File: src/rtl/core/frg_pkg.sv
package frg_pkg;

  // Operand width of the block
  localparam int DATA_BITS = 31;
  // Bit counter width for the serial divider (steps 0 .. DATA_BITS-1; ends at DATA_BITS)
  localparam int CNT_BITS  = $clog2(DATA_BITS);

  typedef logic [DATA_BITS-1:0] data_t;

  // Input transaction payload
  typedef struct packed {
    data_t numer_in;
    data_t denom_in;
  } in_t;

  // Result transaction payload
  typedef struct packed {
    data_t numer_out;
    data_t denom_out;
    data_t common_divisor;
    logic  zero_error;
  } out_t;

  // Sequencer to divider
  typedef struct packed {
    logic  start;
    data_t dividend;
    data_t divisor;
  } div_req_t;

  // Divider to sequencer
  typedef struct packed {
    logic  busy;
    logic  done;
    data_t quot;
    data_t rem;
  } div_rsp_t;

endpackage

File: src/rtl/core/frg_div.sv
module frg_div (
  input  logic                clk,
  input  logic                rst_n,
  input  frg_pkg::div_req_t   req,
  output frg_pkg::div_rsp_t   rsp
);

  localparam logic [frg_pkg::CNT_BITS-1:0] CNT_LAST =
    frg_pkg::CNT_BITS'(frg_pkg::DATA_BITS - 1);

  logic                         busy_r, busy_nxt;
  logic                         done_r, done_nxt;
  logic [frg_pkg::CNT_BITS-1:0] cnt_r, cnt_nxt;
  frg_pkg::data_t               quo_r, quo_nxt;
  frg_pkg::data_t               rem_r, rem_nxt;
  frg_pkg::data_t               dvs_r, dvs_nxt;

  logic [frg_pkg::DATA_BITS:0]  trial;
  logic [frg_pkg::DATA_BITS:0]  diff;
  logic                         fits;

  // One restoring step: shift in the next dividend bit, trial subtract
  assign trial = {rem_r, quo_r[frg_pkg::DATA_BITS-1]};
  assign diff  = trial - {1'b0, dvs_r};
  assign fits  = (trial >= {1'b0, dvs_r});

  always_comb begin
    busy_nxt = busy_r;
    done_nxt = 1'b0;
    cnt_nxt  = cnt_r;
    quo_nxt  = quo_r;
    rem_nxt  = rem_r;
    dvs_nxt  = dvs_r;
    if (busy_r) begin
      quo_nxt = {quo_r[frg_pkg::DATA_BITS-2:0], fits};
      rem_nxt = fits ? diff[frg_pkg::DATA_BITS-1:0] : trial[frg_pkg::DATA_BITS-1:0];
      cnt_nxt = cnt_r + 1'b1;
      if (cnt_r == CNT_LAST) begin
        busy_nxt = 1'b0;
        done_nxt = 1'b1;
      end
    end else if (req.start) begin
      busy_nxt = 1'b1;
      cnt_nxt  = '0;
      quo_nxt  = req.dividend;
      rem_nxt  = '0;
      dvs_nxt  = req.divisor;
    end
  end

  // Control state
  always_ff @(posedge clk) begin
    if (!rst_n) begin
      busy_r <= 1'b0;
      done_r <= 1'b0;
      cnt_r  <= '0;
    end else begin
      busy_r <= busy_nxt;
      done_r <= done_nxt;
      cnt_r  <= cnt_nxt;
    end
  end

  // Datapath
  always_ff @(posedge clk) begin
    quo_r <= quo_nxt;
    rem_r <= rem_nxt;
    dvs_r <= dvs_nxt;
  end

  assign rsp.busy = busy_r;
  assign rsp.done = done_r;
  assign rsp.quot = quo_r;
  assign rsp.rem  = rem_r;

`ifndef ASSERT_OFF
  // Sequencer never launches into a running division
  a_no_start_busy: assert property (@(posedge clk) disable iff (!rst_n)
    req.start |-> !busy_r)
    else $error("divider started while busy");

  // Final remainder is below the divisor
  a_rem_range: assert property (@(posedge clk) disable iff (!rst_n)
    done_r |-> (rem_r < dvs_r))
    else $error("divider remainder out of range");

  // Done pulses once, right after the last step
  a_done_follows: assert property (@(posedge clk) disable iff (!rst_n)
    done_r |-> $past(busy_r) && !busy_r)
    else $error("divider done without a finished run");
`endif

endmodule

File: src/rtl/core/fraction_reduce_gcd.sv
// Channel   Ports                        Transaction
// -------   --------------------------   ------------------------------------
// input     start, busy, in_data         accepted when start && !busy
// result    out_valid, out_data          valid for one cycle, always taken
//
// One shared bit-serial restoring divider does every division. Each Euclid
// remainder step issues a division from S_LOOP and waits in S_REM for its
// done; the two reducing divisions then run in S_DIVN and S_DIVD. Two zero
// operands skip the loop and give the error result straight from the idle
// state. busy is high for the whole run. rst_n is synchronous, active low,
// and clears the sequencer and divider control.
// The receiver cannot stall; out_data holds its value until the next result.
module fraction_reduce_gcd (
  input  logic          clk,
  input  logic          rst_n,
  input  logic          start,
  output logic          busy,
  input  frg_pkg::in_t  in_data,
  output logic          out_valid,
  output frg_pkg::out_t out_data
);

  localparam logic [2:0] S_IDLE = 3'd0;
  localparam logic [2:0] S_LOOP = 3'd1;
  localparam logic [2:0] S_REM  = 3'd2;
  localparam logic [2:0] S_DIVN = 3'd3;
  localparam logic [2:0] S_DIVD = 3'd4;

  logic [2:0]          state_r, state_nxt;
  frg_pkg::data_t      num_r, num_nxt;
  frg_pkg::data_t      den_r, den_nxt;
  frg_pkg::data_t      big_r, big_nxt;
  frg_pkg::data_t      small_r, small_nxt;
  frg_pkg::data_t      qn_r, qn_nxt;
  logic                out_valid_r, out_valid_nxt;
  frg_pkg::out_t       out_r, out_nxt;
  frg_pkg::div_req_t   div_req;
  frg_pkg::div_rsp_t   div_rsp;
  logic                accept;

  assign accept = start && (state_r == S_IDLE);

  frg_div u_div (
    .clk   (clk),
    .rst_n (rst_n),
    .req   (div_req),
    .rsp   (div_rsp)
  );

  // Sequencer: Euclid remainder loop, then the two reducing divisions
  always_comb begin
    state_nxt     = state_r;
    num_nxt       = num_r;
    den_nxt       = den_r;
    big_nxt       = big_r;
    small_nxt     = small_r;
    qn_nxt        = qn_r;
    out_valid_nxt = 1'b0;
    out_nxt       = out_r;
    div_req       = '0;
    unique case (state_r)
      S_IDLE: begin
        if (accept) begin
          num_nxt = in_data.numer_in;
          den_nxt = in_data.denom_in;
          if ((in_data.numer_in == '0) && (in_data.denom_in == '0)) begin
            out_valid_nxt = 1'b1;
            out_nxt       = '0;
            out_nxt.zero_error = 1'b1;
          end else begin
            if (in_data.denom_in > in_data.numer_in) begin
              big_nxt   = in_data.denom_in;
              small_nxt = in_data.numer_in;
            end else begin
              big_nxt   = in_data.numer_in;
              small_nxt = in_data.denom_in;
            end
            state_nxt = S_LOOP;
          end
        end
      end
      S_LOOP: begin
        div_req.start = 1'b1;
        if (small_r == '0) begin
          div_req.dividend = num_r;
          div_req.divisor  = big_r;
          state_nxt        = S_DIVN;
        end else begin
          div_req.dividend = big_r;
          div_req.divisor  = small_r;
          state_nxt        = S_REM;
        end
      end
      S_REM: begin
        if (div_rsp.done) begin
          big_nxt   = small_r;
          small_nxt = div_rsp.rem;
          state_nxt = S_LOOP;
        end
      end
      S_DIVN: begin
        if (div_rsp.done) begin
          qn_nxt           = div_rsp.quot;
          div_req.start    = 1'b1;
          div_req.dividend = den_r;
          div_req.divisor  = big_r;
          state_nxt        = S_DIVD;
        end
      end
      S_DIVD: begin
        if (div_rsp.done) begin
          out_valid_nxt          = 1'b1;
          out_nxt.numer_out      = qn_r;
          out_nxt.denom_out      = div_rsp.quot;
          out_nxt.common_divisor = big_r;
          out_nxt.zero_error     = 1'b0;
          state_nxt              = S_IDLE;
        end
      end
      default: begin
        state_nxt = S_IDLE;
      end
    endcase
  end

  // Control state
  always_ff @(posedge clk) begin
    if (!rst_n) begin
      state_r     <= S_IDLE;
      out_valid_r <= 1'b0;
    end else begin
      state_r     <= state_nxt;
      out_valid_r <= out_valid_nxt;
    end
  end

  // Operands and result
  always_ff @(posedge clk) begin
    num_r   <= num_nxt;
    den_r   <= den_nxt;
    big_r   <= big_nxt;
    small_r <= small_nxt;
    qn_r    <= qn_nxt;
    out_r   <= out_nxt;
  end

  assign busy      = (state_r != S_IDLE);
  assign out_valid = out_valid_r;
  assign out_data  = out_r;

`ifndef ASSERT_OFF
  // A normal result always carries a nonzero divisor
  a_gcd_nonzero: assert property (@(posedge clk) disable iff (!rst_n)
    out_valid && !out_data.zero_error |-> out_data.common_divisor != '0)
    else $error("zero divisor on a normal result");

  // Error result carries all-zero fields
  a_err_zero: assert property (@(posedge clk) disable iff (!rst_n)
    out_valid && out_data.zero_error |->
      (out_data.numer_out == '0) && (out_data.denom_out == '0) &&
      (out_data.common_divisor == '0))
    else $error("error result with nonzero fields");

  // A result comes only from an accepted item or the last division
  a_out_source: assert property (@(posedge clk) disable iff (!rst_n)
    out_valid |-> $past(accept) || $past(state_r == S_DIVD))
    else $error("result strobe without a source");

  // Neither the Euclid loop nor the reducing divisions ever divide by zero
  a_no_div_zero: assert property (@(posedge clk) disable iff (!rst_n)
    div_req.start |-> div_req.divisor != '0)
    else $error("division by zero launched");
`endif

endmodule
File: config.mk
export PLATFORM = sky130hd
export DESIGN_NAME = fraction_reduce_gcd
export DESIGN_NICKNAME = d
export VERILOG_FILES = /design/src/rtl/core/frg_pkg.sv /design/src/rtl/core/frg_div.sv /design/src/rtl/core/fraction_reduce_gcd.sv
export SDC_FILE = /design/constraint.sdc
export NUM_CORES = 1
export LEC_CHECK = 0
export CAP_MARGIN = 20
export CELL_PAD_IN_SITES_DETAIL_PLACEMENT = 1
export CELL_PAD_IN_SITES_GLOBAL_PLACEMENT = 1
export CORE_ASPECT_RATIO = 1.25
export CORE_MARGIN = 2
export CORE_UTILIZATION = 52
export DETAILED_ROUTE_END_ITERATION = 7
export DONT_BUFFER_PORTS = 1
export PLACE_DENSITY_LB_ADDON = 0.1
export SLEW_MARGIN = 20
export SYNTH_ARGS = -nofsm -noshare
export SYNTH_HDL_FRONTEND = slang
export SYNTH_HIERARCHICAL = 1
export SYNTH_SLANG_ARGS = --single-unit
File: constraint.sdc
create_clock -name clk -period 11.5 [get_ports clk]
set_input_delay 1.15 -clock clk [delete_from_list [all_inputs] [get_ports clk]]
set_output_delay 1.15 -clock clk [all_outputs]
set_load 0.02 [all_outputs]
# Word-level counts from Yosys, hierarchy flattened
# Cells that the tools add are included.
[totals] out_inout_bits=96 wordCells=89 register_bits=353 input_bits=65
[classes] n_mux=39 n_eq_ne=11 magnitude_cmp=2 n_reduce_logical=17 bitwise_logic=1 addsub=2
[ops] op="$mux W31" count=13
[ops] op="$mux W94" count=3
[ops] op="$pmux W94 S2" count=1
[ops] op="$pmux W63 S2" count=1
[ops] op="$pmux W31 S2" count=2
[ops] op="$logic_not A31 Y1" count=3
[ops] op="$mux W63" count=1
[ops] op="$mux W62" count=1
[ops] op="$ge A32 B31 Y1" count=1
[ops] op="$gt A31 B31 Y1" count=1
[ops] op="$sub A31 B31 Y31" count=1
[ops] op="$mux W3" count=5
[ops] op="$pmux W3 S5" count=1
[ops] op="$mux W5" count=2
[ops] op="$mux W1" count=8
[ops] op="$ne A2 B1 Y1 const B" count=4
[ops] op="$reduce_and A2 Y1" count=4
[ops] op="$reduce_and A4 Y1" count=2
[ops] op="$eq A3 B2 Y1 const B" count=2
[ops] op="$reduce_bool A2 Y1" count=3
[ops] op="$add A5 B1 Y5 const B" count=1
[ops] op="$eq A5 B5 Y1 const B" count=1
[ops] op="$reduce_and A5 Y1" count=1
[ops] op="$ne A2 B2 Y1 const B" count=2
[ops] op="7 further kinds" count=8

# Longest topological paths before layout
[depth] ltp_word=5 ltp_mapped=13 depth_no_buf=11

# Modules after synthesis
# Netlist, hierarchy kept.
[by_module_without_submodules] mod="fraction_reduce_gcd" area_each_um2=11945.2 cells_each=1018 n_inst=1
[by_module_without_submodules] mod="frg_div" area_each_um2=5900.7 cells_each=546 n_inst=1

# Least setup slack after synthesis
# No wires, ideal clock.
[synth_path] path_kind="input to register" from="input port start" to="register out_r (netlist bit out_data[0]) (enable)" path_buffers=0 arrival_time_ns=8.021 stages=4 setup_slack_ns=2.933 cell_sequence="inv_1 -> nor2_1 -> a21oi_1 -> nor2_1"
[synth_via] elab_chain_cells=3
[synth_rtl] element="from (decl)" line="fraction_reduce_gcd.sv:16" text="input logic start,"
[synth_rtl] element="$logic_and A1 B1 Y1" line="fraction_reduce_gcd.sv:41" text="assign accept = start && (state_r == S_IDLE);"
[synth_rtl] element="$ne A2 B2 Y1 (no line)"
[synth_rtl] element="$reduce_and A4 Y1 (no line)"
[synth_rtl] element="to (signal assigned)" line="fraction_reduce_gcd.sv:144" text="out_r <= out_nxt;"
[synth_rtl] element="to (decl)" line="fraction_reduce_gcd.sv:36" text="frg_pkg::out_t out_r, out_nxt;"
# No other way between the ends.
# A chain may end at the register's enable or synchronous reset.

# Final worst setup path
[layout_path] from="input port in_data[39] (netlist name)" to="register out_r (netlist bit out_data[37]) (enable)"
[layout_via] elab_chain_cells=4
[layout_rtl] element="from (decl)" line="fraction_reduce_gcd.sv:18" text="input frg_pkg::in_t in_data,"
[layout_rtl] element="$logic_not A31 Y1" line="fraction_reduce_gcd.sv:66" text="if ((in_data.numer_in == '0) && (in_data.denom_in == '0)) begin"
[layout_rtl] element="$logic_and A1 B1 Y1" line="fraction_reduce_gcd.sv:66"
[layout_rtl] element="$ne A2 B1 Y1 (no line)"
[layout_rtl] element="$reduce_and A4 Y1 (no line)"
# No other way between the ends.

==> flow_metrics.tcl <==
set metrics [dict create \
    status "complete, no violations" \
    setup_slack_ps 7680 \
    grt_max_degree 99 \
    finalSetupViolCount 0 \
    grt_pass1_wl_um 75400 \
    grt-busiest-layer "met2" \
    post_drt_wl_per_cell_um 24.9 \
    period_needed_ps 3820 \
    syn_to_final_growth_pct 8.12 \
    slew_headroom 0.341 \
    fin_crit_sh 0.332 \
    vdd_drop_max_uv 103 \
    clockRootBuffer "clkbuf_16" \
    p_per_area_nw_per_um2 197 \
    worst-path-buf-inv 1 \
    post_cts_resized 0 \
    grt_pass1_vias 12800 \
    ios 161 \
    critical_path.slowest_cell "nor2_4" \
    core_sq_um 33700 \
    critPathKind "in2reg" \
    tns_ps 0 \
    drive_above_1_share 0.0843 \
    dieHeight_um 211 \
    clock-sinks 353 \
    worst_pin_slew_ps 988 \
    cts_buffers 36 \
    rsz0062_at_grt "no" \
    clockBufferDepth 3 \
    drt_pass1_iterations 7 \
    gr-usage-met2 0.451 \
    nNetsFinal 1646 \
    fin_worst_skew_ps 21.2 \
    dp.final_hpwl_um 33900 \
    gp_congestion 0.888 \
    ys.warnings.count 6 \
    n_fill_cell 3461 \
    place_ws_ps 7120 \
    vias 12600 \
    endpoint_kind "flip-flop" \
    cp_top_family "simple AND/OR/NAND/NOR gates" \
    grtUsageTotal 0.272 \
    drt-vias-per-instance 6.41 \
    hp-class "reg2reg" \
    die_w_um 170 \
    syn_area_sq_um 17800 \
    power.leakage_nw 7.68 \
    syn_inst 1563 \
    maxCapViolCount 0 \
    arrival_ps 3980 \
    htree_levels 2 \
    fp.dieArea_sq_um 35800 \
    cts_setup_buffers 0 \
    totalWireLength_um 49000 \
    synth.avg_cell_area_sq_um 11.4 \
    use_met3 0.0429 \
    drc 0 \
    cp-start-kind "primary input" \
    critPathMaxStageDelay_ps 740 \
    clk_latency_ps 540 \
    holdBufCountCts 0 \
    syn-num-nets 1693 \
    postRouteAntennaNets 0 \
    cp_cell_sequence "nor4_1 > nand4_1 > nor3_1 > a21oi_1 > nor2_4 > buf_4" \
    drt-initial-drc-count 1195 \
    finalHoldViolations 0 \
    initial_core_util 0.530 \
    antenna_found_initial 1 \
    fmax_mhz 262 \
    critPathMaxFanout 61 \
    cts_tree "yes" \
    rows 75 \
    met1_usage 0.366 \
    path_clk_slew_ps 60 \
    gr-total-overflow 0 \
    crit_required_ps 11660 \
    io_buffers 0 \
    timing.final.max_slew_violations 0 \
]
==> area by class of cell <==
type	count	area, sq um	share of cell area
diodes	3	7.51	0.000389
clock buffers	43	948	0.0492
clock inverters	21	239	0.0124
inverters	106	398	0.0206
multi-input cells	1000	6530	0.339
flip-flops and latches	353	10500	0.544
well taps	423	529	0.0274
repair buffers	19	143	0.00740
==> worst paths after layout <==
kind,slack (ps),to,cells past startpoint,startpoint
hold / removal,470,qn_r[20],0,u_div/quo_r[20]
hold reg to reg,470,qn_r[20],0,u_div/quo_r[20]
setup / recovery,7680,out_data[37],6,in_data[39]
setup reg to reg,7750,u_div/rem_r[23],11,u_div/quo_r[30]
==> placed cells by master, fill, tap and decap left out, types with 4 or more instances in the layout <==
| cell | count |
|---|---|
| dfxtp_1 | 9 |
| a22o_1 | 27 |
| nand3_1 | 141 |
| or3_1 | 4 |
| edfxtp_1 | 342 |
| and3_1 | 99 |
| xnor2_1 | 11 |
| xor2_1 | 8 |
| nor2_1 | 65 |
| buf_4 | 19 |
| clkbuf_1 | 6 |
| nor2b_1 | 49 |
| nand2_1 | 124 |
| bufinv_16 | 5 |
| a21o_1 | 24 |
| nor2_4 | 4 |
| o21a_1 | 5 |
| and2_1 | 7 |
| a222oi_1 | 31 |
| o21ai_0 | 74 |
| o21ai_1 | 16 |
| a21oi_1 | 71 |
| o31ai_1 | 4 |
| clkinv_1 | 6 |
| and4_1 | 5 |
| clkinv_2 | 5 |
| ha_1 | 64 |
| clkbuf_16 | 37 |
| o211ai_1 | 5 |
| nor3_1 | 9 |
| nand2b_1 | 7 |
| nor4_1 | 23 |
| inv_1 | 105 |
| nand4_1 | 13 |
| mux2_2 | 31 |
| a21boi_0 | 9 |
==> report_power, final <==
part | switching [mW] | internal (mW)
registers | 0.162 | 1.65
logic | 0.515 | 0.268
clock network | 0.495 | 0.704
==> stage by stage <==
stage / instance area, sq um / std cells / total power, mW / hold slack (ps) / utilization
2_1_floorplan: 17800 / 1563 / 2.36 / 436 / -
3_3_place_gp: 18100 / 1901 / 2.58 / 455 / 0.537
3_5_place_dp: 18100 / 1901 / 2.61 / 450 / 0.537
4_1_cts: 19300 / 1965 / 3.81 / 466 / 0.572
5_1_grt: 19300 / 1968 / 3.96 / 491 / 0.573
6_report: 19300 / 1968 / 3.80 / 465 / 0.573
==> flip-flops by register name (all words and copies together), names as in the netlist <==
name and cells:
num_r 31, small_r 31, out_data 94, state_r 3
u_div/busy_r 1, u_div/rem_r 31, den_r 31, u_div/dvs_r 31
qn_r 31, out_valid 1, big_r 31, u_div/cnt_r 5
u_div/done_r 1, u_div/quo_r 31
==> worst register-to-register path, cell delays in order, from the launching register on <==
cell and delay (ps):
edfxtp_1 560, inv_1 120, ha_1 200, fa_1 190
nor2b_1 80, o31ai_1 440, a21bo_2 310, a31oi_1 150
or4_1 800, and4b_1 360, a31oi_1 140, o311ai_1 110
==> metal layers <==
layer  vias to the layer above  share of wire
met5                         -              0
li1                       5759              -
met4                         0          0.033
met1                      6332           0.42
met2                       445           0.48
met3                        72          0.059
Power figures use the tool's default switching activity.
